File: src/lpcd_ram.sv
// Generic single-write, single-read RAM with a registered, read-first output.
// Depends on nothing.
`default_nettype none
module lpcd_ram #(
  parameter int WIDTH = 8,
  parameter int DEPTH = 256
) (
  input  wire logic                     clk_i,
  input  wire logic                     we_i,
  input  wire logic [$clog2(DEPTH)-1:0] waddr_i,
  input  wire logic [WIDTH-1:0]         wdata_i,
  input  wire logic                     re_i,
  input  wire logic [$clog2(DEPTH)-1:0] raddr_i,
  output logic      [WIDTH-1:0]         rdata_o
);
  logic [WIDTH-1:0] mem_q [DEPTH];

  always_ff @(posedge clk_i) begin
    if (we_i) begin
      mem_q[waddr_i] <= wdata_i;
    end
    if (re_i) begin
      rdata_o <= mem_q[raddr_i];
    end
  end
endmodule
`default_nettype wire

File: config.mk
export PLATFORM = sky130hd
export DESIGN_NAME = lpcd_ram
export DESIGN_NICKNAME = d
export VERILOG_FILES = /design/src/lpcd_ram.sv
export SDC_FILE = /design/constraint.sdc
export NUM_CORES = 2
export LEC_CHECK = 0
export BUFFER_PORTS_ARGS = -buffer_cell sky130_fd_sc_hd__clkbuf_2
export CORE_ASPECT_RATIO = 1.25
export CORE_MARGIN = 2
export CORE_UTILIZATION = 45
export CTS_BUF_LIST = sky130_fd_sc_hd__clkbuf_16
export CTS_CLUSTER_SIZE = 12
export DETAILED_ROUTE_END_ITERATION = 12
export PLACE_DENSITY = 0.7
export SLEW_MARGIN = 5
export SYNTH_ARGS = -nofsm -noshare
export SYNTH_HDL_FRONTEND = slang
export SYNTH_SLANG_ARGS = --single-unit
File: constraint.sdc
create_clock -name clk_i -period 3.2 [get_ports clk_i]
set_input_delay 0.64 -clock clk_i [delete_from_list [all_inputs] [get_ports clk_i]]
set_output_delay 0.64 -clock clk_i [all_outputs]
set_load 0.02 [all_outputs]
==> impl_metrics.json <==
{
  "status": "completed",
  "initial_utilization_pct": 45.29,
  "start_kind": "input pin",
  "cp-end-kind": "flip-flop",
  "synth_fp_nets": 3760,
  "core_mm2": 0.1758,
  "final_max_slew_viol_count": 0,
  "fill_cells": 13360,
  "die_w_um": 380.3,
  "ys.warnings.count": 0,
  "antenna_left": 0,
  "setup_viol_count_final": 0,
  "cts_setup_buffers": 0,
  "antenna_found_initial": 11,
  "core.rowCount": 172,
  "worst_ep_arrival_time_ns": 3.59,
  "vias": 40670,
  "design.die.area_mm2": 0.1804,
  "setup_ws_ns": 0.1546,
  "grt_pass1_vias": 41460,
  "period_share_pct": 95.17,
  "io_pins": 35,
  "mostFrequentLayoutCells": "edfxtp_1 (2056), buf_4 (550), mux4_2 (454)",
  "fin_crit_ns": 3.045,
  "irDropWorstVdd_mv": 0.5758,
  "worst_pin_slew_ns": 1.113,
  "synth_edf_count": 2056,
  "nets": 4378,
  "clk_pin_slew_worst_paths_ns": 0.06,
  "die_h_um": 474.3,
  "ys_seq_area_share_pct": 77.53,
  "drt-initial-drc-count": 5261,
  "ys_async_sr_fraction_pct": 0,
  "tritoncts": "done",
  "cts-root-buf": "clkbuf_16",
  "crit_fanout": 11,
  "yosys-top-cells-area": "edfxtp_1 (78%), mux4_2 (13%), mux2i_1 (1.7%)",
  "synth_ff_type": "edfxtp_1",
  "cts_hold_buf": 0,
  "drv_cap": 0,
  "synth_top_area_share_pct": 77.53,
  "max-slew-margin-rel_pct": 25.24,
  "insertion_delay_ns": 0.85,
  "dp_hpwl_um": 129300,
  "synthesis.area_mm2": 0.07964,
  "grt_pass1_wl_um": 286800,
  "via_per_inst": 6.020,
  "holdWs_ns": 0.2371,
  "cts.sinks": 2056,
  "hold_path.class": "in2reg",
  "wirelength_um": 197200,
  "ys_types": 54,
  "grt_usage_pct": 21.85,
  "p_leak_nw": 29.61,
  "setup_tns_ns": 0,
  "syn_avg_cell_area_um2": 21.33,
  "io_buffers": 34,
  "cts_max_path_buffers": 3,
  "syn2layout_area_growth_pct": 15.96,
  "finalHoldViolations": 0,
  "post-synth-top-area-cell": "edfxtp_1",
  "drc": 0,
  "ys_seq_elements": 2056,
  "grt_max_degree": 104,
  "rsz0062_at_grt": "no",
  "finClkSkew_ns": 0.02899,
  "powerDensity_mw_per_mm2": 574.6,
  "mostFrequentLayoutCell": "edfxtp_1",
  "syn_inst": 3733,
  "critPathKind": "in2reg",
  "gp_congestion": 0.8864,
  "drive_above_1_share_pct": 30.52,
  "drtPass1Iterations": 5,
  "dp_slack_ns": -0.6664,
  "fmax_mhz": 328.4,
  "cts_resized": 0,
  "cts_buffers": 193,
  "required_ns": 3.74,
  "h-tree-depth": 4,
  "wl_per_cell_um": 29.19,
  "gr-total-overflow": 0
}
## sequential cells by signal, summed over array words and instances, names as in the netlist
register  count
mem_q      2048
rdata_o       8
## area by class of cell
type	instances	area, um^2	share of cell area [%]
diodes	6	15.01	0.01626
clock buffers	196	4905	5.311
clock inverters	49	415.4	0.4498
inverters	2	7.507	0.008129
multi-input cells	1442	16480	17.84
flip-flops and latches	2056	61740	66.86
well taps	2349	2939	3.183
repair buffers	656	5848	6.333
## path summary, 6_finish.rpt
path	slack, ns	from	depth (start not counted)	endpoint
worst max-delay path	0.15	raddr_i[0]	9	rdata_o[1]$_DFFE_PP_
worst min-delay path	0.24	wdata_i[4]	1	mem_q[78][4]$_DFFE_PP_
worst max register to register	0.34	mem_q[136][1]$_DFFE_PP_	6	rdata_o[1]$_DFFE_PP_
worst min register to register	1.28	mem_q[44][6]$_DFFE_PP_	6	rdata_o[6]$_DFFE_PP_
## metal layers
| layer | vias to the layer above | GRT usage, % | part of all wire [%] |
|---|---|---|---|
| met3 | 433 | 3.625 | 8.3 |
| met2 | 2092 | 37.16 | 51 |
| met5 | - | 0 | 0.036 |
| met1 | 21330 | 27.75 | 36 |
| met4 | 10 | 9.613 | 4.6 |
| li1 | 16810 | - | - |
## synth_stat cells, types with 13 or more instances
cell,instances
nor4_1,24
a22oi_1,133
nor3_1,22
o22ai_1,28
edfxtp_1,2056
nor2b_1,31
a221oi_1,13
nand3_1,34
a21oi_1,96
buf_8,13
buf_6,21
o221ai_1,46
nand2_1,33
mux2i_1,134
nor2_1,282
buf_1,22
buf_2,31
buf_4,27
a211oi_1,16
clkbuf_1,111
mux4_2,454
## through the flow
step           power (mW)  cells  util (%)  cell area [um^2]
6_report            53.06   6756     52.52             92350
5_1_grt             54.40   6751     52.52             92330
4_1_cts             53.36   6750     52.51             92330
3_5_place_dp        33.33   6505     49.49             87010
3_3_place_gp        33.27   6505     49.49             87010
2_1_floorplan       31.75   3733         -             79640
## where the power goes
part / total (mW) / internal [mW] / switching, mW
sequential: 29.7 / 29.7 / 0.0358
clock: 20.3 / 11.0 / 9.34
combinational: 3.02 / 1.19 / 1.83
total: 53.1 / 41.9 / 11.2
## logic make-up (layout without fill, tap and decap cells)
| logic type | after synthesis | in the layout | share of synthesized area [%] |
|---|---|---|---|
| other cells | 0 | 6 | 0 |
| simple gates | 466 | 466 | 2.625 |
| compound gates | 385 | 385 | 3.416 |
| buf+inv | 235 | 903 | 1.829 |
| mux | 591 | 591 | 14.60 |
| flops | 2056 | 2056 | 77.53 |
## critical path: stages
cell and delay, ns:
buf_8 0.19, buf_4 0.24, buf_4 0.26, mux4_2 0.57, mux4_2 0.48, nor2_1 0.11
a2111oi_1 0.07, nor3_1 0.86, nor4_1 0.14
Note: power is estimated with default switching activity, not from simulation.
