[src/lpcd_pkg.sv]
// Package for the length-prefixed channel demultiplexer: sizes, command and
// status codes, and the descriptor passed from the front end to the back end.
// Depends on nothing.
`default_nettype none
package lpcd_pkg;

  localparam int NUM_CHANNELS  = 8;
  localparam int CHANNEL_DEPTH = 256;
  localparam int MAX_BURST     = 64;

  localparam int CH_W    = $clog2(NUM_CHANNELS);
  localparam int POS_W   = $clog2(CHANNEL_DEPTH);
  localparam int CNT_W   = POS_W + 1;
  localparam int ADDR_W  = CH_W + POS_W;
  localparam int STORE_DEPTH = NUM_CHANNELS * CHANNEL_DEPTH;
  localparam int BURST_W = $clog2(MAX_BURST + 1);

  // Commands.
  localparam logic [2:0] CMD_LINK   = 3'd0;
  localparam logic [2:0] CMD_POP    = 3'd1;
  localparam logic [2:0] CMD_PEEK   = 3'd2;
  localparam logic [2:0] CMD_SELECT = 3'd3;
  localparam logic [2:0] CMD_UNMARK = 3'd4;
  localparam logic [2:0] CMD_CLEAR  = 3'd5;

  // Result status codes.
  localparam logic [2:0] ST_OK      = 3'd0;
  localparam logic [2:0] ST_COMMIT  = 3'd1;
  localparam logic [2:0] ST_IGNORED = 3'd2;
  localparam logic [2:0] ST_EMPTY   = 3'd3;
  localparam logic [2:0] ST_OVERRUN = 3'd4;
  localparam logic [2:0] ST_NONE    = 3'd5;
  localparam logic [2:0] ST_BADLEN  = 3'd6;

  // Parser states: below HDR_CHAN the length bytes are being collected.
  localparam logic [2:0] HDR_CHAN = 3'd4;
  localparam logic [2:0] HDR_BODY = 3'd5;

  typedef struct packed {
    logic [2:0]         status;
    logic [7:0]         chan;
    logic [8:0]         fill;
    logic [8:0]         fresh;
    logic               burst;
    logic [POS_W-1:0]   head;
    logic [BURST_W-1:0] cnt;
  } desc_t;

  typedef struct packed {
    logic              we;
    logic [ADDR_W-1:0] addr;
    logic [7:0]        data;
  } wr_t;

  typedef struct packed {
    logic full;
    logic empty;
    logic burst_pending;
  } q_stat_t;

endpackage
`default_nettype wire

[src/lpcd_queue.sv]
// Two-entry descriptor queue between the front end and the back end.
// Depends on lpcd_pkg.
`default_nettype none
module lpcd_queue (
  input  wire logic            clk_i,
  input  wire logic            rst_ni,
  input  wire logic            push_i,
  input  wire lpcd_pkg::desc_t desc_i,
  input  wire logic            pop_i,
  output lpcd_pkg::desc_t      head_o,
  output lpcd_pkg::q_stat_t    stat_o
);
  lpcd_pkg::desc_t ent_q [2];
  logic [1:0] vld_q, vld_d;
  logic       wp_q, rp_q;

  assign head_o = ent_q[rp_q];
  assign stat_o.full  = &vld_q;
  assign stat_o.empty = ~|vld_q;
  assign stat_o.burst_pending = (vld_q[0] && ent_q[0].burst) || (vld_q[1] && ent_q[1].burst);

  always_comb begin
    vld_d = vld_q;
    if (push_i) begin
      vld_d[wp_q] = 1'b1;
    end
    if (pop_i) begin
      vld_d[rp_q] = 1'b0;
    end
  end

  always_ff @(posedge clk_i) begin
    if (push_i) begin
      ent_q[wp_q] <= desc_i;
    end
  end

  always_ff @(posedge clk_i or negedge rst_ni) begin
    if (!rst_ni) begin
      vld_q <= '0;
      wp_q  <= 1'b0;
      rp_q  <= 1'b0;
    end else begin
      vld_q <= vld_d;
      if (push_i) begin
        wp_q <= !wp_q;
      end
      if (pop_i) begin
        rp_q <= !rp_q;
      end
    end
  end
endmodule
`default_nettype wire

[config.mk]
export PLATFORM = sky130hd
export DESIGN_NAME = lpcd_queue
export DESIGN_NICKNAME = d
export VERILOG_FILES = /design/src/lpcd_pkg.sv /design/src/lpcd_queue.sv
export SDC_FILE = /design/constraint.sdc
export NUM_CORES = 1
export LEC_CHECK = 0
export ABC_AREA = 1
export ABC_CLOCK_PERIOD_IN_PS = 2400
export BUFFER_PORTS_ARGS = -buffer_cell sky130_fd_sc_hd__buf_2
export CAP_MARGIN = 20
export CORE_MARGIN = 1.5
export CORE_UTILIZATION = 52
export CTS_CLUSTER_SIZE = 12
export DETAILED_ROUTE_END_ITERATION = 10
export GPL_TIMING_DRIVEN = 0
export PLACE_DENSITY = 0.91
export SLEW_MARGIN = 0
export SYNTH_ARGS = -nofsm -noshare
export SYNTH_HDL_FRONTEND = slang
export SYNTH_SLANG_ARGS = --single-unit
[constraint.sdc]
create_clock -name clk_i -period 2.4 [get_ports clk_i]
set_input_delay 0.48 -clock clk_i [delete_from_list [all_inputs] [get_ports clk_i]]
set_output_delay 0.48 -clock clk_i [all_outputs]
set_load 0.01 [all_outputs]
==> impl_metrics.env, run 1 <==
export IMPL_synth_warnings=0
export IMPL_gp_congestion=0.663
export IMPL_syn_nets=309
export IMPL_cts_tree="yes"
export IMPL_antenna_found_initial=0
export IMPL_path_max_fanout=10
export IMPL_intPower_w=0.00329
export IMPL_synth_area_per_cell_sq_um=13.7
export IMPL_ctsLongestPathBuffers=2
export IMPL_worstHoldPathType="input pin to flop"
export IMPL_boundaryPins=97
export IMPL_numCtsBuffers=9
export IMPL_synth_area_sq_mm=0.00356
export IMPL_power_switching_w=0.00162
export IMPL_setup_violations_final=0
export IMPL_cap_violations=0
export IMPL_p_seq_share_pct=46.2
export IMPL_whs_path_depth=1
export IMPL_first_iter_violations=74
export IMPL_tns_ps=0
export IMPL_ctsHtreeMaxLevel=3
export IMPL_crit_type="flop to primary output"
export IMPL_drc=0
export IMPL_io_buffers=96
export IMPL_vias_per_cell=4.86
export IMPL_power_w=0.00491
export IMPL_period_needed_ps=1910
export IMPL_clock_sinks=94
export IMPL_yosysTopAreaCellShare_pct=76.0
export IMPL_antenna_left=0
export IMPL_nFillCells=488
export IMPL_final_core_util_pct=67.3
export IMPL_synth_seq_cells=94
export IMPL_clkLatencyLatePin_ps=340
export IMPL_synthDistinctLibCells=12
export IMPL_cp_arrival_ps=1430
export IMPL_core_area_sq_mm=0.00649
export IMPL_pwr_share_clk_pct=20.0
export IMPL_worst_slew_pin_slew_ps=432
export IMPL_hold_violations=0
export IMPL_synth_top_area_cell="edfxtp_1"
export IMPL_p_sw_share_pct=32.9
export IMPL_grt_pass1_wl_um=9690
export IMPL_multi_input_area_sq_um=455
export IMPL_wl_um=6250
export IMPL_fp_row_count=29
export IMPL_diodes=0
export IMPL_dp_hpwl_um=4360
export IMPL_rsz0062_at_grt="no"
export IMPL_worstRegToRegCells=4
export IMPL_vdd_ir_drop_max_mv=0.585
export IMPL_wl_per_cell_um=13.8
export IMPL_powerDensity_mw_per_mm2=1120
export IMPL_synth_area_leaders="edfxtp_1 (76%), o21ai_0 (5.9%), inv_1 (5.6%), nand2_1 (5.5%), dfrtp_1 (2.8%)"
export IMPL_drt_pass1_iterations=4
export IMPL_grt_pass1_vias=2170
export IMPL_die_area_sq_mm=0.00735
export IMPL_clk_pin_slew_worst_paths_ps=90
export IMPL_grtUsageTotal_pct=17.6
export IMPL_dieHeight_um=85.7
export IMPL_regArea_sq_mm=0.00280
export IMPL_syn_inst=260
export IMPL_grt_ovfl_total=0
export IMPL_timing_fmax_mhz=524
export IMPL_slew_headroom_pct=71.2
export IMPL_num_vias=2195
export IMPL_final_common_cell="buf_2"
export IMPL_layout_common_cells="buf_2 (96), edfxtp_1 (90), nand2_1 (52)"
export IMPL_run_status="completed"
export IMPL_initial_core_util_pct=54.8
export IMPL_critPathLaunchType="flop"
export IMPL_grt_max_degree=35
export IMPL_fin_nets=419
export IMPL_root_buffer="clkbuf_8"
export IMPL_combPwrFrac_pct=33.8
export IMPL_crit_required_ps=1920
export IMPL_die_x_um=85.7
export IMPL_crit_path_end_kind="primary output"
export IMPL_skew_ps=9.57
export IMPL_areaGrowthSynthToFinish_pct=22.9
export IMPL_drive_gt1_share_pct=32.8
export IMPL_final_max_slew_viol_count=0
export IMPL_finalCritPeriodShare_pct=79.5
export IMPL_holdWs_ps=324
export IMPL_p_leak_nw=1.93
export IMPL_ys_seq_area_share_pct=78.8
## final timing paths
path	startpoint	endpoint	slack, ps
max in group asynchronous	rst_ni	vld_q[1]$_DFF_PN0_	1790
min	desc_i[17]	ent_q[1][17]$_DFFE_PP_	320
max reg2reg	wp_q$_DFFE_PN0P_	ent_q[0][43]$_DFFE_PP_	1010
min in group asynchronous	rst_ni	rp_q$_DFFE_PN0P_	490
min reg2reg	wp_q$_DFFE_PN0P_	wp_q$_DFFE_PN0P_	520
max	rp_q$_DFFE_PN0P_	head_o[15]	490
## registers in the layout, summed over array words and instances (netlist names)
register  count
rp_q          1
vld_q         2
ent_q        90
wp_q          1
## area by class of cell
type | count | area share (%)
clock buffer | 9 | 2.83
multi-input combinational | 103 | 10.4
timing repair buffer | 99 | 12.1
clock inverter | 7 | 1.49
tap | 77 | 2.20
inverter | 53 | 4.55
buffer | 10 | 2.29
sequential | 94 | 64.1
## metrics by stage
stage,worst slack [ps],cells,instance area [sq um]
final,493,452,4370
after global placement,36.2,433,4130
after detailed placement,836,435,4170
after CTS,455,452,4370
after floorplan,575,260,3560
after global routing,347,452,4370
## power by group through the flow
stage          sequential, W  combinational (W)  clock, W
3_5_place_dp         0.00231            0.00168         0
6_report             0.00227            0.00166  0.000981
4_1_cts              0.00227            0.00169   0.00100
3_3_place_gp         0.00231            0.00158         0
5_1_grt              0.00230            0.00183   0.00106
2_1_floorplan        0.00229           0.000976         0
## timing repair
item,CTS,global route
gates resized for setup,0,0
hold buffers,1,0
hold endpoints to repair,4,0
setup buffers,0,0
## critical path, cell delays in order (launching register included)
cell	delay, ps
dfrtp_1	400
buf_6	160
buf_6	140
o21ai_0	210
buf_2	170
## cells in the mapped netlist
library cell	number
edfxtp_1	90
buf_6	7
nand2_1	52
o21ai_0	42
xor2_1	2
inv_1	53
a21oi_1	1
clkbuf_8	1
o21ai_1	4
dfrtp_1	4
clkbuf_1	2
nor2_1	2
## cell families after synthesis
group	synth area share [%]
xor gates and xnor gates	0.493
and+or+nand+nor	5.70
buffers and inverters	8.41
AOI/OAI and AO/OA	6.61
DFF	78.8
## per-layer routing
layer	GRT usage, %	vias to the layer above	share of wire, %
met5	0	-	0
met4	6.60	0	0.96
met3	3.75	9	4.3
met2	31.7	65	52
met1	20.7	1039	43
li1	-	1082	-
(Power assumes the default switching activity.)
==> run 2: changes to the inputs <==
--- a/config.mk
+++ b/config.mk
@@ -6,15 +6,15 @@
 export NUM_CORES = 1
 export LEC_CHECK = 0
 export ABC_AREA = 1
-export ABC_CLOCK_PERIOD_IN_PS = 2400
+export ABC_CLOCK_PERIOD_IN_PS = 1560
 export BUFFER_PORTS_ARGS = -buffer_cell sky130_fd_sc_hd__buf_2
 export CAP_MARGIN = 20
 export CORE_MARGIN = 1.5
-export CORE_UTILIZATION = 52
+export CORE_UTILIZATION = 47
 export CTS_CLUSTER_SIZE = 12
 export DETAILED_ROUTE_END_ITERATION = 10
 export GPL_TIMING_DRIVEN = 0
-export PLACE_DENSITY = 0.91
+export PLACE_DENSITY = 0.88
 export SLEW_MARGIN = 0
 export SYNTH_ARGS = -nofsm -noshare
 export SYNTH_HDL_FRONTEND = slang
==> constraint.sdc (replaced) <==
create_clock -name clk_i -period 1.56 [get_ports clk_i]
set_input_delay 0.312 -clock clk_i [delete_from_list [all_inputs] [get_ports clk_i]]
set_output_delay 0.312 -clock clk_i [all_outputs]
set_load 0.01 [all_outputs]
==> impl_metrics.env, run 2 (synthesized netlist as in run 1, its figures left out) <==
export IMPL_grt_ovfl_total=0
export IMPL_io_buffers=96
export IMPL_antenna_left=0
export IMPL_setup_violations_final=45
export IMPL_grt_pass1_vias=2304
export IMPL_clkLatencyLatePin_ps=350
export IMPL_tns_ps=-5970
export IMPL_vias_per_cell=4.76
export IMPL_fin_nets=435
export IMPL_crit_path_end_kind="primary output"
export IMPL_gp_congestion=0.685
export IMPL_worstHoldPathType="input pin to flop"
export IMPL_drt_pass1_iterations=4
export IMPL_layout_common_cells="buf_2 (97), edfxtp_1 (90), inv_1 (51)"
export IMPL_critPathLaunchType="flop"
export IMPL_numCtsBuffers=9
export IMPL_powerDensity_mw_per_mm2=1860
export IMPL_die_area_sq_mm=0.00810
export IMPL_cap_violations=0
export IMPL_first_iter_violations=138
export IMPL_skew_ps=11.1
export IMPL_grt_max_degree=17
export IMPL_ctsLongestPathBuffers=2
export IMPL_drive_gt1_share_pct=48.3
export IMPL_slew_headroom_pct=78.4
export IMPL_rsz0062_at_grt="yes"
export IMPL_clock_sinks=94
export IMPL_areaGrowthSynthToFinish_pct=36.4
export IMPL_dieHeight_um=90.0
export IMPL_vdd_ir_drop_max_mv=1.19
export IMPL_dp_hpwl_um=4120
export IMPL_crit_type="flop to primary output"
export IMPL_diodes=0
export IMPL_finalCritPeriodShare_pct=112
export IMPL_postLayoutSetupSlackWorst_ps=-183
export IMPL_final_cell_area_sq_mm=0.00485
export IMPL_wl_per_cell_um=15.0
export IMPL_ctsHtreeMaxLevel=3
export IMPL_dp_cells=455
export IMPL_final_cell_count_no_fill=490
export IMPL_cp_arrival_ps=1430
export IMPL_run_status="finished, violations left"
export IMPL_wl_um=7340
export IMPL_num_vias=2331
export IMPL_nFillCells=583
export IMPL_crit_required_ps=1250
export IMPL_cts_tree="yes"
export IMPL_initial_core_util_pct=48.8
export IMPL_reg_top3="ent_q (90), vld_q (2)"
export IMPL_failed_checks="negative setup slack"
export IMPL_final_max_slew_viol_count=0
export IMPL_dpl_cell_area_sq_mm=0.00417
export IMPL_path_max_fanout=8
export IMPL_hold_violations=0
export IMPL_die_x_um=90.0
export IMPL_dpl_worst_slack_ps=-415
export IMPL_final_common_cell="buf_2"
export IMPL_drc=0
export IMPL_top_register="ent_q"
export IMPL_fp_row_count=31
export IMPL_timing_fmax_mhz=574
export IMPL_clk_pin_slew_worst_paths_ps=90
export IMPL_period_needed_ps=1740
export IMPL_root_buffer="clkbuf_8"
export IMPL_antenna_found_initial=0
export IMPL_worst_slew_pin_slew_ps=323
export IMPL_boundaryPins=97
export IMPL_largest_reg_flops=90
export IMPL_p_leak_nw=2.11
export IMPL_power_w=0.00901
export IMPL_grtUsageTotal_pct=18.6
export IMPL_grt_pass1_wl_um=11200
export IMPL_core_area_sq_mm=0.00729
[run 2: changes by cell type in the layout (fill, tap and decap cells not counted), moves of 3 or more]
cell	before	now
buf_4	0	8
clkbuf_16	0	3
nand2_2	0	14
clkinvlp_4	1	9
buf_6	7	1
o21ai_0	42	4
clkinv_2	3	0
o21ai_2	0	24
nand2_1	52	29
nand2_4	0	9
buf_8	0	6
o21ai_1	4	18
[run 2: repair_timing]
action,CTS,global route
pin swaps,0,7
buffers inserted,8,0
endpoints found under the hold margin,4,0
endpoints found under the setup margin,135,45
cloned,7,3
resized for setup,30,87
hold buffers,1,0
[run 2: layout make-up]
cell class | instances | area [sq um] | area share, %
Timing Repair inverter | 6 | 45.0 | 0.928
Buffer | 10 | 143 | 2.94
Tap cell | 99 | 124 | 2.55
Clock buffer | 10 | 128 | 2.63
Timing Repair Buffer | 109 | 637 | 13.1
Sequential cell | 94 | 2800 | 57.8
Clock inverter | 6 | 118 | 2.42
Multi-Input combinational cell | 103 | 648 | 13.4
Inverter | 53 | 206 | 4.25
[run 2: critical path, stage by stage (launching register included)]
cell       delay (ps)
dfrtp_2           460
buf_12            170
clkbuf_16         160
o21ai_2           140
buf_2             140
[run 2: per-stage QoR]
stage / hold WS (ps) / utilization [%]
floorplan: 16.4 / -
global placement: 120 / 57.2
detailed placement: 121 / 57.2
CTS: 120 / 62.4
global route: 108 / 66.5
finish: 138 / 66.5
[run 2: path summary, 6_finish.rpt]
path | end | slack [ps] | cells after the start | startpoint
max | head_o[22] | -180 | 4 | rp_q$_DFFE_PN0P_
min | ent_q[1][17]$_DFFE_PP_ | 140 | 1 | desc_i[17]
min reg2reg | wp_q$_DFFE_PN0P_ | 520 | 1 | wp_q$_DFFE_PN0P_
max reg2reg | ent_q[0][39]$_DFFE_PP_ | 130 | 3 | wp_q$_DFFE_PN0P_
min in group asynchronous | wp_q$_DFFE_PN0P_ | 280 | 2 | rst_ni
max in group asynchronous | rp_q$_DFFE_PN0P_ | 1150 | 2 | rst_ni
[run 2: per-layer routing]
metal,vias to the layer above,GRT usage [%],routed length [um],part of all wire (%)
li1,1118,-,-,-
met1,1121,22.3,2960,40
met2,81,32.4,3930,54
met3,11,4.91,347,4.7
met4,0,6.88,103,1.4
met5,-,0,0,0
[run 2: report_power, final]
group | switching [W] | total [W] | leakage (nW) | internal (W)
clock | 0.000837 | 0.00192 | 0.119 | 0.00108
sequential | 0.000189 | 0.00354 | 0.891 | 0.00336
combinational | 0.00201 | 0.00354 | 1.10 | 0.00153
==> run 3: changes to the inputs <==
--- a/config.mk
+++ b/config.mk
@@ -9,7 +9,6 @@
 export ABC_CLOCK_PERIOD_IN_PS = 1560
 export BUFFER_PORTS_ARGS = -buffer_cell sky130_fd_sc_hd__buf_2
 export CAP_MARGIN = 20
-export CORE_MARGIN = 1.5
 export CORE_UTILIZATION = 47
 export CTS_CLUSTER_SIZE = 12
 export DETAILED_ROUTE_END_ITERATION = 10
==> impl_metrics.env, run 3 (synthesized netlist as in run 1, its figures left out) <==
export IMPL_clk_pin_slew_worst_paths_ps=90
export IMPL_boundaryPins=97
export IMPL_final_max_slew_viol_count=0
export IMPL_period_needed_ps=1750
export IMPL_die_x_um=89.0
export IMPL_grt_pass1_vias=2106
export IMPL_cp_arrival_ps=1440
export IMPL_cts_tree="yes"
export IMPL_postLayoutSetupSlackWorst_ps=-188
export IMPL_grt_max_degree=16
export IMPL_grt_pass1_wl_um=9960
export IMPL_nFillCells=573
export IMPL_timing_fmax_mhz=572
export IMPL_wl_um=7270
export IMPL_reg_top3="ent_q (90), vld_q (2)"
export IMPL_grtUsageTotal_pct=18.2
export IMPL_power_w=0.00879
export IMPL_dp_hpwl_um=4270
export IMPL_clkLatencyLatePin_ps=350
export IMPL_drt_pass1_iterations=4
export IMPL_ctsHtreeMaxLevel=3
export IMPL_top_register="ent_q"
export IMPL_antenna_found_initial=0
export IMPL_num_vias=2295
export IMPL_drive_gt1_share_pct=47.3
export IMPL_slew_headroom_pct=78.4
export IMPL_skew_ps=7.24
export IMPL_first_iter_violations=154
export IMPL_rsz0062_at_grt="yes"
export IMPL_io_buffers=96
export IMPL_grt_ovfl_total=0
export IMPL_failed_checks="negative setup slack"
export IMPL_initial_core_util_pct=48.8
export IMPL_worstHoldPathType="input pin to flop"
export IMPL_path_max_fanout=10
export IMPL_layout_common_cells="buf_2 (95), edfxtp_1 (90), inv_1 (51)"
export IMPL_finalCritPeriodShare_pct=112
export IMPL_tns_ps=-6810
export IMPL_fp_row_count=31
export IMPL_vias_per_cell=4.72
export IMPL_dp_cells=455
export IMPL_diodes=0
export IMPL_p_leak_nw=2.06
export IMPL_run_status="finished, violations left"
export IMPL_clock_sinks=94
export IMPL_crit_required_ps=1250
export IMPL_dieHeight_um=89.0
export IMPL_antenna_left=0
export IMPL_largest_reg_flops=90
export IMPL_wl_per_cell_um=15.0
export IMPL_hold_violations=0
export IMPL_final_cell_count_no_fill=486
export IMPL_die_area_sq_mm=0.00792
export IMPL_cap_violations=0
export IMPL_crit_type="flop to primary output"
export IMPL_numCtsBuffers=9
export IMPL_ctsLongestPathBuffers=2
export IMPL_root_buffer="clkbuf_8"
export IMPL_core_area_sq_mm=0.00729
export IMPL_fin_nets=431
export IMPL_holdWs_ps=139
export IMPL_areaGrowthSynthToFinish_pct=35.0
export IMPL_gp_congestion=0.653
export IMPL_crit_path_end_kind="primary output"
export IMPL_dpl_worst_slack_ps=-446
export IMPL_critPathLaunchType="flop"
export IMPL_setup_violations_final=45
export IMPL_vdd_ir_drop_max_mv=0.834
export IMPL_drc=0
export IMPL_worst_slew_pin_slew_ps=323
export IMPL_final_common_cell="buf_2"
export IMPL_powerDensity_mw_per_mm2=1830
## run 3: area by class of cell
type	instances	area [sq um]	area share [%]
clock inverter	7	88.8	1.85
buffer	10	158	3.28
inverter	53	206	4.30
multi-input combinational	103	636	13.2
tap	99	124	2.58
timing repair buffer	105	616	12.8
timing repair inverter	6	45.0	0.938
clock buffer	9	124	2.58
sequential	94	2800	58.4
## run 3: stage by stage
step	area, sq um	util (%)
global route	4800	65.8
finish	4800	65.8
floorplan	3560	-
CTS	4540	62.3
detailed placement	4170	57.2
global placement	4170	57.2
## run 3: critical path, stage by stage (launching register included)
cell	delay [ps]
dfrtp_2	470
clkbuf_16	180
buf_12	150
o21ai_2	130
buf_2	140
## run 3: repair_timing
action                                  CTS  global route
hold endpoints to repair                  4             0
cloned                                    6             3
endpoints found under the setup margin  135            45
hold buffers                              1             0
setup buffers                             5             0
pin swaps                                 0            13
gates resized for setup                  59            57
## run 3: path summary, 6_finish.rpt
check                                      start                      to  slack [ps]  depth (start not counted)
worst max-delay path            rp_q$_DFFE_PN0P_               head_o[2]        -190                          4
worst min-delay path                  desc_i[27]  ent_q[0][27]$_DFFE_PP_         140                          1
min in group asynchronous                 rst_ni        rp_q$_DFFE_PN0P_         280                          2
max in group asynchronous                 rst_ni        rp_q$_DFFE_PN0P_        1150                          2
worst max register to register  wp_q$_DFFE_PN0P_  ent_q[0][32]$_DFFE_PP_         160                          3
worst min register to register  wp_q$_DFFE_PN0P_        wp_q$_DFFE_PN0P_         530                          1
## run 3: report_power, final
| group | internal (W) | switching, W | total (W) |
|---|---|---|---|
| logic | 0.00155 | 0.00201 | 0.00356 |
| clock network | 0.000891 | 0.000810 | 0.00170 |
| registers | 0.00336 | 0.000177 | 0.00353 |
| total | 0.00579 | 0.00300 | 0.00879 |
## run 3: metal layers
metal  routed length (um)  GRT usage [%]  up-vias
met5                    0              0        -
met2                 3800           31.8       74
met1                 3000           21.9     1103
met4                  108           7.65        0
li1                     -              -     1108
met3                  366           4.25       10
