$ cat config.mk
export PLATFORM = sky130hd
export DESIGN_NAME = lpcd_back_flat
export DESIGN_NICKNAME = d
export VERILOG_FILES = /design/src/lpcd_pkg.sv /design/src/lpcd_out_if.sv /design/src/lpcd_back.sv /design/src/flat_wrapper.sv
export SDC_FILE = /design/constraint.sdc
export NUM_CORES = 1
export LEC_CHECK = 0
export BUFFER_PORTS_ARGS = -buffer_cell sky130_fd_sc_hd__buf_2
export CAP_MARGIN = 30
export CORE_UTILIZATION = 49
export CTS_CLUSTER_DIAMETER = 200
export DETAILED_ROUTE_END_ITERATION = 8
export HOLD_SLACK_MARGIN = 0.08
export PLACE_DENSITY = 0.8
export SYNTH_ARGS = -nofsm -noshare
export SYNTH_HDL_FRONTEND = slang
export SYNTH_SLANG_ARGS = --single-unit
$ cat constraint.sdc
create_clock -name clk_i -period 2.3 [get_ports clk_i]
set_clock_uncertainty 0.1 [all_clocks]
set_input_delay 0.115 -clock clk_i [delete_from_list [all_inputs] [get_ports clk_i]]
set_output_delay 0.115 -clock clk_i [all_outputs]
set_load 0.005 [all_outputs]
$ cat src/lpcd_pkg.sv
// Package for the length-prefixed channel demultiplexer: sizes, command and
// status codes, and the descriptor passed from the front end to the back end.
// Depends on nothing.
`default_nettype none
package lpcd_pkg;

  localparam int NUM_CHANNELS  = 8;
  localparam int CHANNEL_DEPTH = 256;
  localparam int MAX_BURST     = 64;

  localparam int CH_W    = $clog2(NUM_CHANNELS);
  localparam int POS_W   = $clog2(CHANNEL_DEPTH);
  localparam int CNT_W   = POS_W + 1;
  localparam int ADDR_W  = CH_W + POS_W;
  localparam int STORE_DEPTH = NUM_CHANNELS * CHANNEL_DEPTH;
  localparam int BURST_W = $clog2(MAX_BURST + 1);

  // Commands.
  localparam logic [2:0] CMD_LINK   = 3'd0;
  localparam logic [2:0] CMD_POP    = 3'd1;
  localparam logic [2:0] CMD_PEEK   = 3'd2;
  localparam logic [2:0] CMD_SELECT = 3'd3;
  localparam logic [2:0] CMD_UNMARK = 3'd4;
  localparam logic [2:0] CMD_CLEAR  = 3'd5;

  // Result status codes.
  localparam logic [2:0] ST_OK      = 3'd0;
  localparam logic [2:0] ST_COMMIT  = 3'd1;
  localparam logic [2:0] ST_IGNORED = 3'd2;
  localparam logic [2:0] ST_EMPTY   = 3'd3;
  localparam logic [2:0] ST_OVERRUN = 3'd4;
  localparam logic [2:0] ST_NONE    = 3'd5;
  localparam logic [2:0] ST_BADLEN  = 3'd6;

  // Parser states: below HDR_CHAN the length bytes are being collected.
  localparam logic [2:0] HDR_CHAN = 3'd4;
  localparam logic [2:0] HDR_BODY = 3'd5;

  typedef struct packed {
    logic [2:0]         status;
    logic [7:0]         chan;
    logic [8:0]         fill;
    logic [8:0]         fresh;
    logic               burst;
    logic [POS_W-1:0]   head;
    logic [BURST_W-1:0] cnt;
  } desc_t;

  typedef struct packed {
    logic              we;
    logic [ADDR_W-1:0] addr;
    logic [7:0]        data;
  } wr_t;

  typedef struct packed {
    logic full;
    logic empty;
    logic burst_pending;
  } q_stat_t;

endpackage
`default_nettype wire

$ cat src/lpcd_out_if.sv
// Result channel interface of the demultiplexer: valid/ready and one result.
// Depends on nothing.
`default_nettype none
interface lpcd_out_if;
  logic       valid;
  logic       ready;
  logic [2:0] status;
  logic [7:0] out_byte;
  logic [7:0] out_channel;
  logic [8:0] fill_count;
  logic [8:0] new_count;
  logic       last;

  modport source (output valid, status, out_byte, out_channel, fill_count, new_count, last,
                  input ready);
  modport sink   (input valid, status, out_byte, out_channel, fill_count, new_count, last,
                  output ready);
endinterface
`default_nettype wire

$ cat src/lpcd_back.sv
// Back end: expands descriptors into results, reading burst bytes from the store.
// Depends on lpcd_pkg and lpcd_out_if.
`default_nettype none
module lpcd_back (
  input  wire logic              clk_i,
  input  wire logic              rst_ni,
  input  wire lpcd_pkg::desc_t   head_i,
  input  wire lpcd_pkg::q_stat_t q_stat_i,
  output logic                   pop_o,
  output logic                   re_o,
  output logic [lpcd_pkg::ADDR_W-1:0] raddr_o,
  input  wire logic [7:0]        rdata_i,
  lpcd_out_if.source             out_if
);
  logic [lpcd_pkg::BURST_W-1:0] idx_q;
  logic       issue, is_last, p_move;
  logic       p_vld_q, p_ram_q, p_last_q;
  logic [2:0] p_st_q;
  logic [7:0] p_ch_q;
  logic [8:0] p_fill_q, p_new_q;
  logic       o_vld_q;

  assign p_move  = p_vld_q && (!o_vld_q || out_if.ready);
  assign issue   = !q_stat_i.empty && (!p_vld_q || p_move);
  assign is_last = !head_i.burst || (idx_q + 1'b1 == head_i.cnt);
  assign pop_o   = issue && is_last;
  assign re_o    = issue && head_i.burst;
  assign raddr_o = {head_i.chan[lpcd_pkg::CH_W-1:0],
                    lpcd_pkg::POS_W'(head_i.head + lpcd_pkg::POS_W'(idx_q))};
  assign out_if.valid = o_vld_q;

  always_ff @(posedge clk_i) begin
    if (issue) begin
      p_st_q   <= head_i.status;
      p_ch_q   <= head_i.chan;
      p_fill_q <= head_i.fill;
      p_new_q  <= head_i.fresh;
      p_ram_q  <= head_i.burst;
      p_last_q <= is_last;
    end
    if (p_move) begin
      out_if.status      <= p_st_q;
      out_if.out_byte    <= p_ram_q ? rdata_i : 8'd0;
      out_if.out_channel <= p_ch_q;
      out_if.fill_count  <= p_fill_q;
      out_if.new_count   <= p_new_q;
      out_if.last        <= p_last_q;
    end
  end

  always_ff @(posedge clk_i or negedge rst_ni) begin
    if (!rst_ni) begin
      idx_q   <= '0;
      p_vld_q <= 1'b0;
      o_vld_q <= 1'b0;
    end else begin
      if (issue) begin
        idx_q <= is_last ? '0 : idx_q + 1'b1;
      end
      if (issue) begin
        p_vld_q <= 1'b1;
      end else if (p_move) begin
        p_vld_q <= 1'b0;
      end
      if (p_move) begin
        o_vld_q <= 1'b1;
      end else if (out_if.ready) begin
        o_vld_q <= 1'b0;
      end
    end
  end
endmodule
`default_nettype wire

$ cat src/flat_wrapper.sv
// flat-port wrapper written by rule: the top's interface ports become plain ports
module lpcd_back_flat 
  (clk_i, rst_ni, head_i, q_stat_i, pop_o, re_o, raddr_o, rdata_i, out_if_valid, out_if_status, out_if_out_byte, out_if_out_channel, out_if_fill_count, out_if_new_count, out_if_last, out_if_ready);
  lpcd_out_if out_if_i ();
  input  wire logic clk_i;
  input  wire logic rst_ni;
  input  wire lpcd_pkg::desc_t head_i;
  input  wire lpcd_pkg::q_stat_t q_stat_i;
  output logic pop_o;
  output logic re_o;
  output logic [lpcd_pkg::ADDR_W-1:0] raddr_o;
  input  wire logic [7:0] rdata_i;
  output wire logic [$bits(out_if_i.valid)-1:0] out_if_valid;
  output wire logic [$bits(out_if_i.status)-1:0] out_if_status;
  output wire logic [$bits(out_if_i.out_byte)-1:0] out_if_out_byte;
  output wire logic [$bits(out_if_i.out_channel)-1:0] out_if_out_channel;
  output wire logic [$bits(out_if_i.fill_count)-1:0] out_if_fill_count;
  output wire logic [$bits(out_if_i.new_count)-1:0] out_if_new_count;
  output wire logic [$bits(out_if_i.last)-1:0] out_if_last;
  input wire logic [$bits(out_if_i.ready)-1:0] out_if_ready;
  assign out_if_valid = out_if_i.valid;
  assign out_if_status = out_if_i.status;
  assign out_if_out_byte = out_if_i.out_byte;
  assign out_if_out_channel = out_if_i.out_channel;
  assign out_if_fill_count = out_if_i.fill_count;
  assign out_if_new_count = out_if_i.new_count;
  assign out_if_last = out_if_i.last;
  assign out_if_i.ready = out_if_ready;
  lpcd_back u_core (.clk_i(clk_i), .rst_ni(rst_ni), .head_i(head_i), .q_stat_i(q_stat_i), .pop_o(pop_o), .re_o(re_o), .raddr_o(raddr_o), .rdata_i(rdata_i), .out_if(out_if_i));
endmodule
==> results of run 1 <==
[report_power, final]
group          switching, uW  internal, uW  leakage [uW]
Sequential               146          1700      0.000761
Combinational            496           546       0.00104
Clock                    537           405     0.0000906
Total                   1180          2650       0.00189
[kinds of logic after synthesis]
| family | after synthesis |
|---|---|
| fa+ha+maj | 9 |
| flops | 78 |
| buf+inv | 9 |
| simple gates | 43 |
| compound gates | 31 |
| xor+xnor | 14 |
[cell usage in the layout, fill, tap and decap left out, types with 5 or more instances in the layout]
master and count:
and2_1 9, buf_2 108, buf_4 15, clkbuf_8 9, dfrtp_2 5, dlygate4sd3_1 43
edfxtp_1 69, ha_1 6, nand2_1 7, o21ai_0 6, xnor2_1 5
[critical path, cell delays in order (launching register included)]
cell and delay [ps]:
dfrtp_2 440, ha_4 180, and3_4 200, and4_4 240, o2111ai_4 120, or3_4 370, a21oi_2 130, buf_2 120
[per-stage QoR]
| step | setup TNS [ps] | cells |
|---|---|---|
| finish | -173 | 436 |
| CTS | -215 | 435 |
| floorplan | 0 | 184 |
| global placement | 0 | 367 |
| detailed placement | 0 | 367 |
| global route | -481 | 436 |
[registers in the layout, summed over array words and instances, names as in the netlist, 7 cells and up]
register                   count
u_core.out_if.fill_count       9
u_core.out_if.new_count        9
u_core.p_fill_q                9
u_core.p_new_q                 9
u_core.out_if.out_byte         8
u_core.out_if.out_channel      8
u_core.p_ch_q                  8
u_core.idx_q                   7
[final timing paths]
check	endpoint	slack [ps]	cells past startpoint
setup / recovery	pop_o	-60	7
hold / removal	u_core.idx_q[2]$_DFFE_PN0P_	250	5
setup reg to reg	u_core.idx_q[4]$_DFFE_PN0P_	220	7
hold reg to reg	u_core.out_if.out_channel[4]$_DFFE_PP_	320	0
max in group asynchronous	u_core.idx_q[1]$_DFFE_PN0P_	1060	3
min in group asynchronous	u_core.idx_q[6]$_DFFE_PN0P_	730	3
[layout make-up]
cell class	instances	area [um^2]	share of cell area (%)
inverter	3	11.3	0.244
clock buffer	9	124	2.69
sequential	78	2300	50.0
timing repair buffer	167	1100	23.9
tap	75	93.8	2.04
multi-input combinational	97	916	19.9
clock inverter	7	56.3	1.22
[repair_timing]
| item | in CTS | in global routing |
|---|---|---|
| endpoints found under the setup margin | 4 | 5 |
| pin swaps | 9 | 4 |
| hold endpoints to repair | 50 | 0 |
| resized for setup | 17 | 12 |
| buffers inserted | 9 | 1 |
| hold buffers | 43 | 0 |
[per-layer routing]
layer,global-route usage [%],wire length [um]
met3,4.22,390
met1,25.2,2810
met2,41.5,4170
met5,0,0
met4,11.8,153
==> flow_metrics.env, run 1 <==
export IMPL_grt_pass1_vias=2202
export IMPL_setup_viol=3
export IMPL_ys_seq_area_share_pct=73.2
export IMPL_yosys_area_share_adder_pct=3.83
export IMPL_antenna_found_initial=0
export IMPL_fillers=358
export IMPL_worst_ir_drop_vdd_v=0.000528
export IMPL_die_area_um2=6730
export IMPL_worstMarginPinSlew_ps=499
export IMPL_finalCriticalPeriod_ps=2360
export IMPL_critical_path_class="reg2out"
export IMPL_place_congestion=0.754
export IMPL_route_vias_total=2260
export IMPL_synth_compound_area_share_pct=8.13
export IMPL_synthTopCellsByArea="edfxtp_1 66%, dfrtp_1 7.2%, ha_1 3.2%"
export IMPL_start_kind="flop"
export IMPL_critical_path_required_ps=2090
export IMPL_track_usage_pct=22.8
export IMPL_drtIter0Drc=124
export IMPL_crit_path_start="u_core.idx_q[0]$_DFFE_PN0P_"
export IMPL_avgSynthCellArea_um2=17.1
export IMPL_tritoncts="done"
export IMPL_clkLatencyLatePin_ps=350
export IMPL_violations="negative setup slack"
export IMPL_utilization_pct=76.0
export IMPL_die_w_um=82.0
export IMPL_postLayoutCellArea_um2=4610
export IMPL_grt_max_degree=24
export IMPL_root_buffer="clkbuf_8"
export IMPL_crit_arrival_ps=2150
export IMPL_worstHoldStart="head_i[4]"
export IMPL_grt_pass1_wl_um=10700
export IMPL_syn2layout_area_growth_pct=46.9
export IMPL_dp_hpwl_um=4290
export IMPL_synth_top_area_share_pct=66.0
export IMPL_status="finished with violations"
export IMPL_drv_cap=0
export IMPL_routedWlPerCell_um=17.3
export IMPL_cts_buffers=9
export IMPL_holdWs_ps=254
export IMPL_synth_main_ff_cell="edfxtp_1"
export IMPL_rsz0062_at_grt="yes"
export IMPL_async_flop_share_pct=11.5
export IMPL_syn_num_nets=252
export IMPL_start_util_pct=51.8
export IMPL_avgViaCountPerCell=5.18
export IMPL_core_area_um2=6060
export IMPL_min_path_type="in2reg"
export IMPL_path_clk_slew_ps=90
export IMPL_routed_wl_um=7520
export IMPL_relSlewSlack_pct=66.8
export IMPL_netlist_cell_type_count=41
export IMPL_r2r_start="u_core.idx_q[0]$_DFFE_PN0P_"
export IMPL_synth_edf_count=69
export IMPL_p_leak_uw=0.00189
export IMPL_yosysTopAreaCell="edfxtp_1"
export IMPL_grt_overflow=0
export IMPL_endpoint_kind="output pin"
export IMPL_htree_levels=3
export IMPL_dr_pass1_iters=4
export IMPL_synthMuxAreaShare_pct=0
export IMPL_synth_cells=184
export IMPL_synth_xor_area_share_pct=4.39
export IMPL_synth_top_family_by_area="simple AND/OR/NAND/NOR gates"
export IMPL_synth_most_common_cell="edfxtp_1"
export IMPL_ys_warn_count=0
export IMPL_portBuffers=108
export IMPL_synth_seq_cells=78
export IMPL_slew_violations=0
export IMPL_antenna_cells=0
export IMPL_path_max_fanout=5
export IMPL_synthSimpleGateAreaFrac_pct=8.53
export IMPL_setup_slack_ps=-64.9
export IMPL_fp_row_count=28
export IMPL_post_dp_cell_area_um2=3780
export IMPL_clkSinkCount=78
export IMPL_power_total_uw=3830
export IMPL_ant_nets=0
export IMPL_die_height_um=82.0
export IMPL_max_freq_mhz=423
export IMPL_fin_nets=424
export IMPL_dp_worst_setup_slack_ps=37.7
export IMPL_drc=0
export IMPL_synthTopCellsByCount="69 x edfxtp_1, 10 x and2_1, 9 x dfrtp_1"
export IMPL_synth_cell_area_um2=3140
export IMPL_clk_path_buf_depth=2
export IMPL_hold_viol=0
export IMPL_io_pins=111
export IMPL_p_per_area_nw_per_um2=830
export IMPL_fin_crit_sh_pct=103
export IMPL_drive_gt1_share_pct=48.5
Power figures use the tool's default switching activity.
==> run 2, diff against run 1 <==
--- a/config.mk
+++ b/config.mk
@@ -5,13 +5,13 @@
 export SDC_FILE = /design/constraint.sdc
 export NUM_CORES = 1
 export LEC_CHECK = 0
-export BUFFER_PORTS_ARGS = -buffer_cell sky130_fd_sc_hd__buf_2
 export CAP_MARGIN = 30
-export CORE_UTILIZATION = 49
+export CORE_UTILIZATION = 62
 export CTS_CLUSTER_DIAMETER = 200
 export DETAILED_ROUTE_END_ITERATION = 8
+export DONT_BUFFER_PORTS = 1
 export HOLD_SLACK_MARGIN = 0.08
-export PLACE_DENSITY = 0.8
+export PLACE_DENSITY = 0.79
 export SYNTH_ARGS = -nofsm -noshare
 export SYNTH_HDL_FRONTEND = slang
 export SYNTH_SLANG_ARGS = --single-unit
==> flow_metrics.env, run 2 (synthesis results as in run 1) <==
export IMPL_syn2layout_area_growth_pct=28.0
export IMPL_start_kind="flop"
export IMPL_cp_num_buf_inv=0
export IMPL_path_max_fanout=5
export IMPL_place_congestion=0.808
export IMPL_fin_crit_sh_pct=101
export IMPL_cts_buffers=9
export IMPL_worstMarginPinSlew_ps=464
export IMPL_slowest_delay_ps=450
export IMPL_fp_row_count=25
export IMPL_relSlewSlack_pct=69.1
export IMPL_avgViaCountPerCell=5.77
export IMPL_routed_wl_um=6130
export IMPL_die_height_um=73.1
export IMPL_post_dp_cell_area_um2=3200
export IMPL_postLayoutCellArea_um2=4020
export IMPL_grt_pass1_vias=1723
export IMPL_routedWlPerCell_um=19.5
export IMPL_top_layer_used="met4"
export IMPL_core_area_um2=4790
export IMPL_clkSinkCount=78
export IMPL_htree_levels=3
export IMPL_grt_max_degree=39
export IMPL_drtIter0Drc=86
export IMPL_drc=0
export IMPL_die_w_um=73.1
export IMPL_p_per_area_nw_per_um2=922
export IMPL_min_path_type="in2out"
export IMPL_antenna_found_initial=0
export IMPL_rsz0062_at_grt="yes"
export IMPL_critPathSlowestCell="dfrtp_2"
export IMPL_start_util_pct=65.6
export IMPL_slew_violations=0
export IMPL_die_area_um2=5350
export IMPL_wl_met1_um=2280
export IMPL_utilization_pct=83.9
export IMPL_track_usage_pct=24.4
export IMPL_worstPathCellList="ha_1 > a21o_1 > a21oi_2 > o21ai_2 > o41ai_2 > xnor2_1"
export IMPL_critical_path_class="reg2out"
export IMPL_root_buffer="clkbuf_8"
export IMPL_seqPwrFrac_pct=49.9
export IMPL_fin_nets=311
export IMPL_layout_commonest_cell="edfxtp_1"
export IMPL_io_pins=111
export IMPL_setup_viol=1
export IMPL_status="finished with violations"
export IMPL_drive_gt1_share_pct=23.8
export IMPL_violations="negative setup slack"
export IMPL_path_clk_slew_ps=80
export IMPL_mostFrequentLayoutCells="69 x edfxtp_1, 43 x dlygate4sd3_1, 11 x buf_4, 9 x and2_1, 9 x clkbuf_8"
export IMPL_max_freq_mhz=429
export IMPL_worst_ir_drop_vdd_v=0.000967
export IMPL_met3_length_um=440
export IMPL_finalCriticalPeriod_ps=2330
export IMPL_setup_slack_ps=-32.4
export IMPL_clkPwrFrac_pct=29.2
export IMPL_switching_share_pct=27.5
export IMPL_hold_viol=0
export IMPL_route_met2_wl_um=3360
export IMPL_p_int_uw=2690
export IMPL_ant_nets=0
export IMPL_drv_cap=0
export IMPL_p_leak_uw=0.00145
export IMPL_grt_overflow=0
export IMPL_dp_hpwl_um=3610
export IMPL_crit_arrival_ps=2120
export IMPL_p_comb_share_pct=20.9
export IMPL_critical_path_required_ps=2090
export IMPL_clk_path_buf_depth=2
export IMPL_dr_pass1_iters=4
export IMPL_dp_worst_setup_slack_ps=113
export IMPL_route_vias_total=1817
export IMPL_endpoint_kind="output pin"
export IMPL_clkLatencyLatePin_ps=340
export IMPL_p_sw_uw=1020
export IMPL_tritoncts="done"
export IMPL_cpLargestDelayFamily="compound AO/OA/AOI/OAI gates"
export IMPL_portBuffers=0
export IMPL_antenna_cells=0
export IMPL_grt_pass1_wl_um=8970
==> run 2: cell types whose count changed in the layout (fill, tap and decap cells not counted), moves of 2 or more <==
cell	previous run	this run
inv_6	3	1
bufinv_16	0	2
clkinv_4	2	0
buf_2	108	0
buf_4	15	11
==> run 2: area by class of cell <==
type / count / area, um^2
fillers: 231 / 768
inverters: 3 / 11.3
clock buffers: 10 / 128
flip-flops and latches: 78 / 2300
repair buffers: 54 / 513
multi-input cells: 97 / 893
well taps: 67 / 83.8
clock inverters: 6 / 85.1
==> run 2: per-layer routing <==
metal	vias to the layer above	track usage, %
met2	86	41.5
met1	901	27.9
met4	0	8.06
li1	822	-
met3	8	10.1
met5	-	0
==> run 2: final timing paths <==
| kind | depth (start not counted) | slack, ps | end | startpoint |
|---|---|---|---|---|
| worst max-delay path | 6 | -30 | raddr_o[7] | u_core.idx_q[1]$_DFFE_PN0P_ |
| worst min-delay path | 0 | 130 | raddr_o[10] | head_i[36] |
| worst max register to register | 7 | 250 | u_core.idx_q[4]$_DFFE_PN0P_ | u_core.idx_q[1]$_DFFE_PN0P_ |
| worst min register to register | 0 | 320 | u_core.out_if.new_count[0]$_DFFE_PP_ | u_core.p_new_q[0]$_DFFE_PP_ |
| max in group asynchronous | 2 | 1170 | u_core.idx_q[4]$_DFFE_PN0P_ | rst_ni |
| min in group asynchronous | 2 | 600 | u_core.p_vld_q$_DFFE_PN0P_ | rst_ni |
==> run 2: worst reg2reg max path, cell delays in order, from the launching register on <==
cell,delay (ps)
dfrtp_2,430
ha_4,180
and3_4,210
and4_4,230
o2111ai_4,120
buf_4,190
o31ai_4,330
o311ai_1,130
==> run 2: what timing repair did <==
| item | in CTS | in global routing |
|---|---|---|
| resized for setup | 15 | 10 |
| endpoints found under the hold margin | 57 | 0 |
| setup endpoints to repair | 3 | 3 |
| pin swaps | 4 | 10 |
| hold buffers | 43 | 0 |
| buffers inserted | 5 | 2 |
==> run 2: power by group through the flow <==
stage / clock network, uW / logic (uW) / registers, uW
after floorplan: 0 / 517 / 1800
after global placement: 0 / 535 / 1840
after detailed placement: 0 / 566 / 1850
after CTS: 1090 / 712 / 1830
after global routing: 1140 / 836 / 1870
final: 1080 / 774 / 1850
==> run 2: per-stage QoR <==
step	instances	TNS [ps]	total power, uW	hold WS (ps)
2_1_floorplan	184	0	2310	-281
3_3_place_gp	249	0	2380	-280
3_5_place_dp	249	0	2420	-280
4_1_cts	313	-3.72	3630	130
5_1_grt	315	-175	3850	130
6_report	315	-32.4	3710	130
==> run 3, diff against run 2 <==
--- a/config.mk
+++ b/config.mk
@@ -7,6 +7,7 @@
 export LEC_CHECK = 0
 export CAP_MARGIN = 30
 export CORE_UTILIZATION = 62
+export CTS_BUF_LIST = sky130_fd_sc_hd__clkbuf_16
 export CTS_CLUSTER_DIAMETER = 200
 export DETAILED_ROUTE_END_ITERATION = 8
 export DONT_BUFFER_PORTS = 1
==> flow_metrics.env, run 3 (synthesis results as in run 1) <==
export IMPL_die_height_um=73.1
export IMPL_grt_pass1_wl_um=9250
export IMPL_drv_cap=0
export IMPL_slew_violations=0
export IMPL_drtIter0Drc=113
export IMPL_cts_buffers=9
export IMPL_holdWs_ps=76.1
export IMPL_ant_nets=0
export IMPL_finalCriticalPeriod_ps=2290
export IMPL_clkSinkCount=78
export IMPL_worstHoldStart="head_i[0]"
export IMPL_fin_nets=311
export IMPL_setup_viol=0
export IMPL_start_kind="flop"
export IMPL_avgViaCountPerCell=5.83
export IMPL_post_dp_cell_area_um2=3200
export IMPL_path_max_fanout=7
export IMPL_mostFrequentLayoutCells="69 x edfxtp_1, 44 x dlygate4sd3_1, 10 x buf_4, 9 x and2_1, 9 x clkbuf_16"
export IMPL_layout_commonest_cell="edfxtp_1"
export IMPL_place_congestion=0.808
export IMPL_rsz0062_at_grt="yes"
export IMPL_status="finished, final reports clean"
export IMPL_grt_max_degree=39
export IMPL_worstPathCellList="buf_4 > and3_2 > nand3_2 > xnor2_4 > or3_4 > a21oi_4"
export IMPL_grt_pass1_vias=1783
export IMPL_drive_gt1_share_pct=23.8
export IMPL_start_util_pct=65.6
export IMPL_htree_levels=3
export IMPL_hold_viol=0
export IMPL_slowest_delay_ps=410
export IMPL_max_freq_mhz=437
export IMPL_io_pins=111
export IMPL_relSlewSlack_pct=69.1
export IMPL_dp_hpwl_um=3610
export IMPL_endpoint_kind="output pin"
export IMPL_postLayoutCellArea_um2=4130
export IMPL_clkLatencyLatePin_ps=320
export IMPL_die_area_um2=5350
export IMPL_critPathSlowestCell="dfrtp_2"
export IMPL_portBuffers=0
export IMPL_dr_pass1_iters=4
export IMPL_fillers=216
export IMPL_fp_row_count=25
export IMPL_antenna_cells=0
export IMPL_drc=0
export IMPL_route_vias_total=1836
export IMPL_routed_wl_um=6450
export IMPL_crit_arrival_ps=2070
export IMPL_utilization_pct=86.2
export IMPL_grt_overflow=0
export IMPL_p_per_area_nw_per_um2=992
export IMPL_critical_path_required_ps=2090
export IMPL_antenna_found_initial=0
export IMPL_fin_crit_sh_pct=99.5
export IMPL_worst_ir_drop_vdd_v=0.000862
export IMPL_min_path_type="in2reg"
export IMPL_r2r_start="u_core.idx_q[1]$_DFFE_PN0P_"
export IMPL_routedWlPerCell_um=20.5
export IMPL_core_area_um2=4790
export IMPL_path_clk_slew_ps=60
export IMPL_critical_path_class="reg2out"
export IMPL_p_leak_uw=0.00149
export IMPL_fin_tns_setup_ps=0
export IMPL_crit_path_start="u_core.idx_q[0]$_DFFE_PN0P_"
export IMPL_track_usage_pct=25.2
export IMPL_syn2layout_area_growth_pct=31.5
export IMPL_root_buffer="clkbuf_16"
export IMPL_die_w_um=73.1
export IMPL_tritoncts="done"
export IMPL_clk_path_buf_depth=2
export IMPL_worstMarginPinSlew_ps=462
[run 3: changes by cell type in the layout (fill, tap and decap cells not counted), sizes merged]
cell         previous run  this run
clkbuf                 10         9
dlygate4sd3            43        44
buf                    11        10
inv                     4         5
[run 3: repair_timing]
item	CTS	global route
endpoints found under the setup margin	3	3
resized for setup	13	12
hold buffers	43	1
setup buffers	4	2
pin swaps	4	6
endpoints found under the hold margin	57	1
[run 3: worst paths after layout]
kind,end,slack [ps],cells past startpoint
min in group asynchronous,u_core.idx_q[5]$_DFFE_PN0P_,620,2
worst max-delay path,pop_o,10,6
worst max register to register,u_core.idx_q[0]$_DFFE_PN0P_,210,7
max in group asynchronous,u_core.idx_q[3]$_DFFE_PN0P_,1160,2
worst min register to register,u_core.out_if.fill_count[6]$_DFFE_PP_,310,0
worst min-delay path,u_core.idx_q[6]$_DFFE_PN0P_,80,4
[run 3: cell type report]
cell class,instances,area (um^2),area share (%)
Inverter,3,11.3,0.273
Multi-Input combinational cell,97,898,21.8
Sequential cell,78,2300,55.8
Clock inverter,7,88.8,2.15
Tap cell,67,83.8,2.03
Clock buffer,9,225,5.46
Timing Repair Buffer,54,515,12.5
[run 3: worst max-delay path: cells and delay by family (launching register included)]
kind | cells | cell delay (ps)
simple gates | 3 | 810
flops | 1 | 410
xor+xnor | 1 | 210
compound gates | 1 | 160
buf+inv | 1 | 150
[run 3: layer usage]
layer | global-route usage (%) | part of all wire, % | wire (um)
met1 | 27.0 | 35 | 2240
met2 | 44.1 | 55 | 3530
met3 | 10.1 | 7.7 | 496
met4 | 10.2 | 2.7 | 175
met5 | 0 | 0 | 0
[run 3: power breakdown]
group	total (uW)	internal, uW	switching, uW
Sequential	1850	1700	150
Combinational	781	379	402
Clock	1460	943	516
[run 3: through the flow]
step / power (uW) / worst slack [ps] / instances
3_5_place_dp: 2420 / 113 / 249
2_1_floorplan: 2310 / 117 / 184
6_report: 4090 / 10.8 / 315
3_3_place_gp: 2380 / 171 / 249
4_1_cts: 4000 / -24.9 / 312
5_1_grt: 4250 / -69.0 / 315
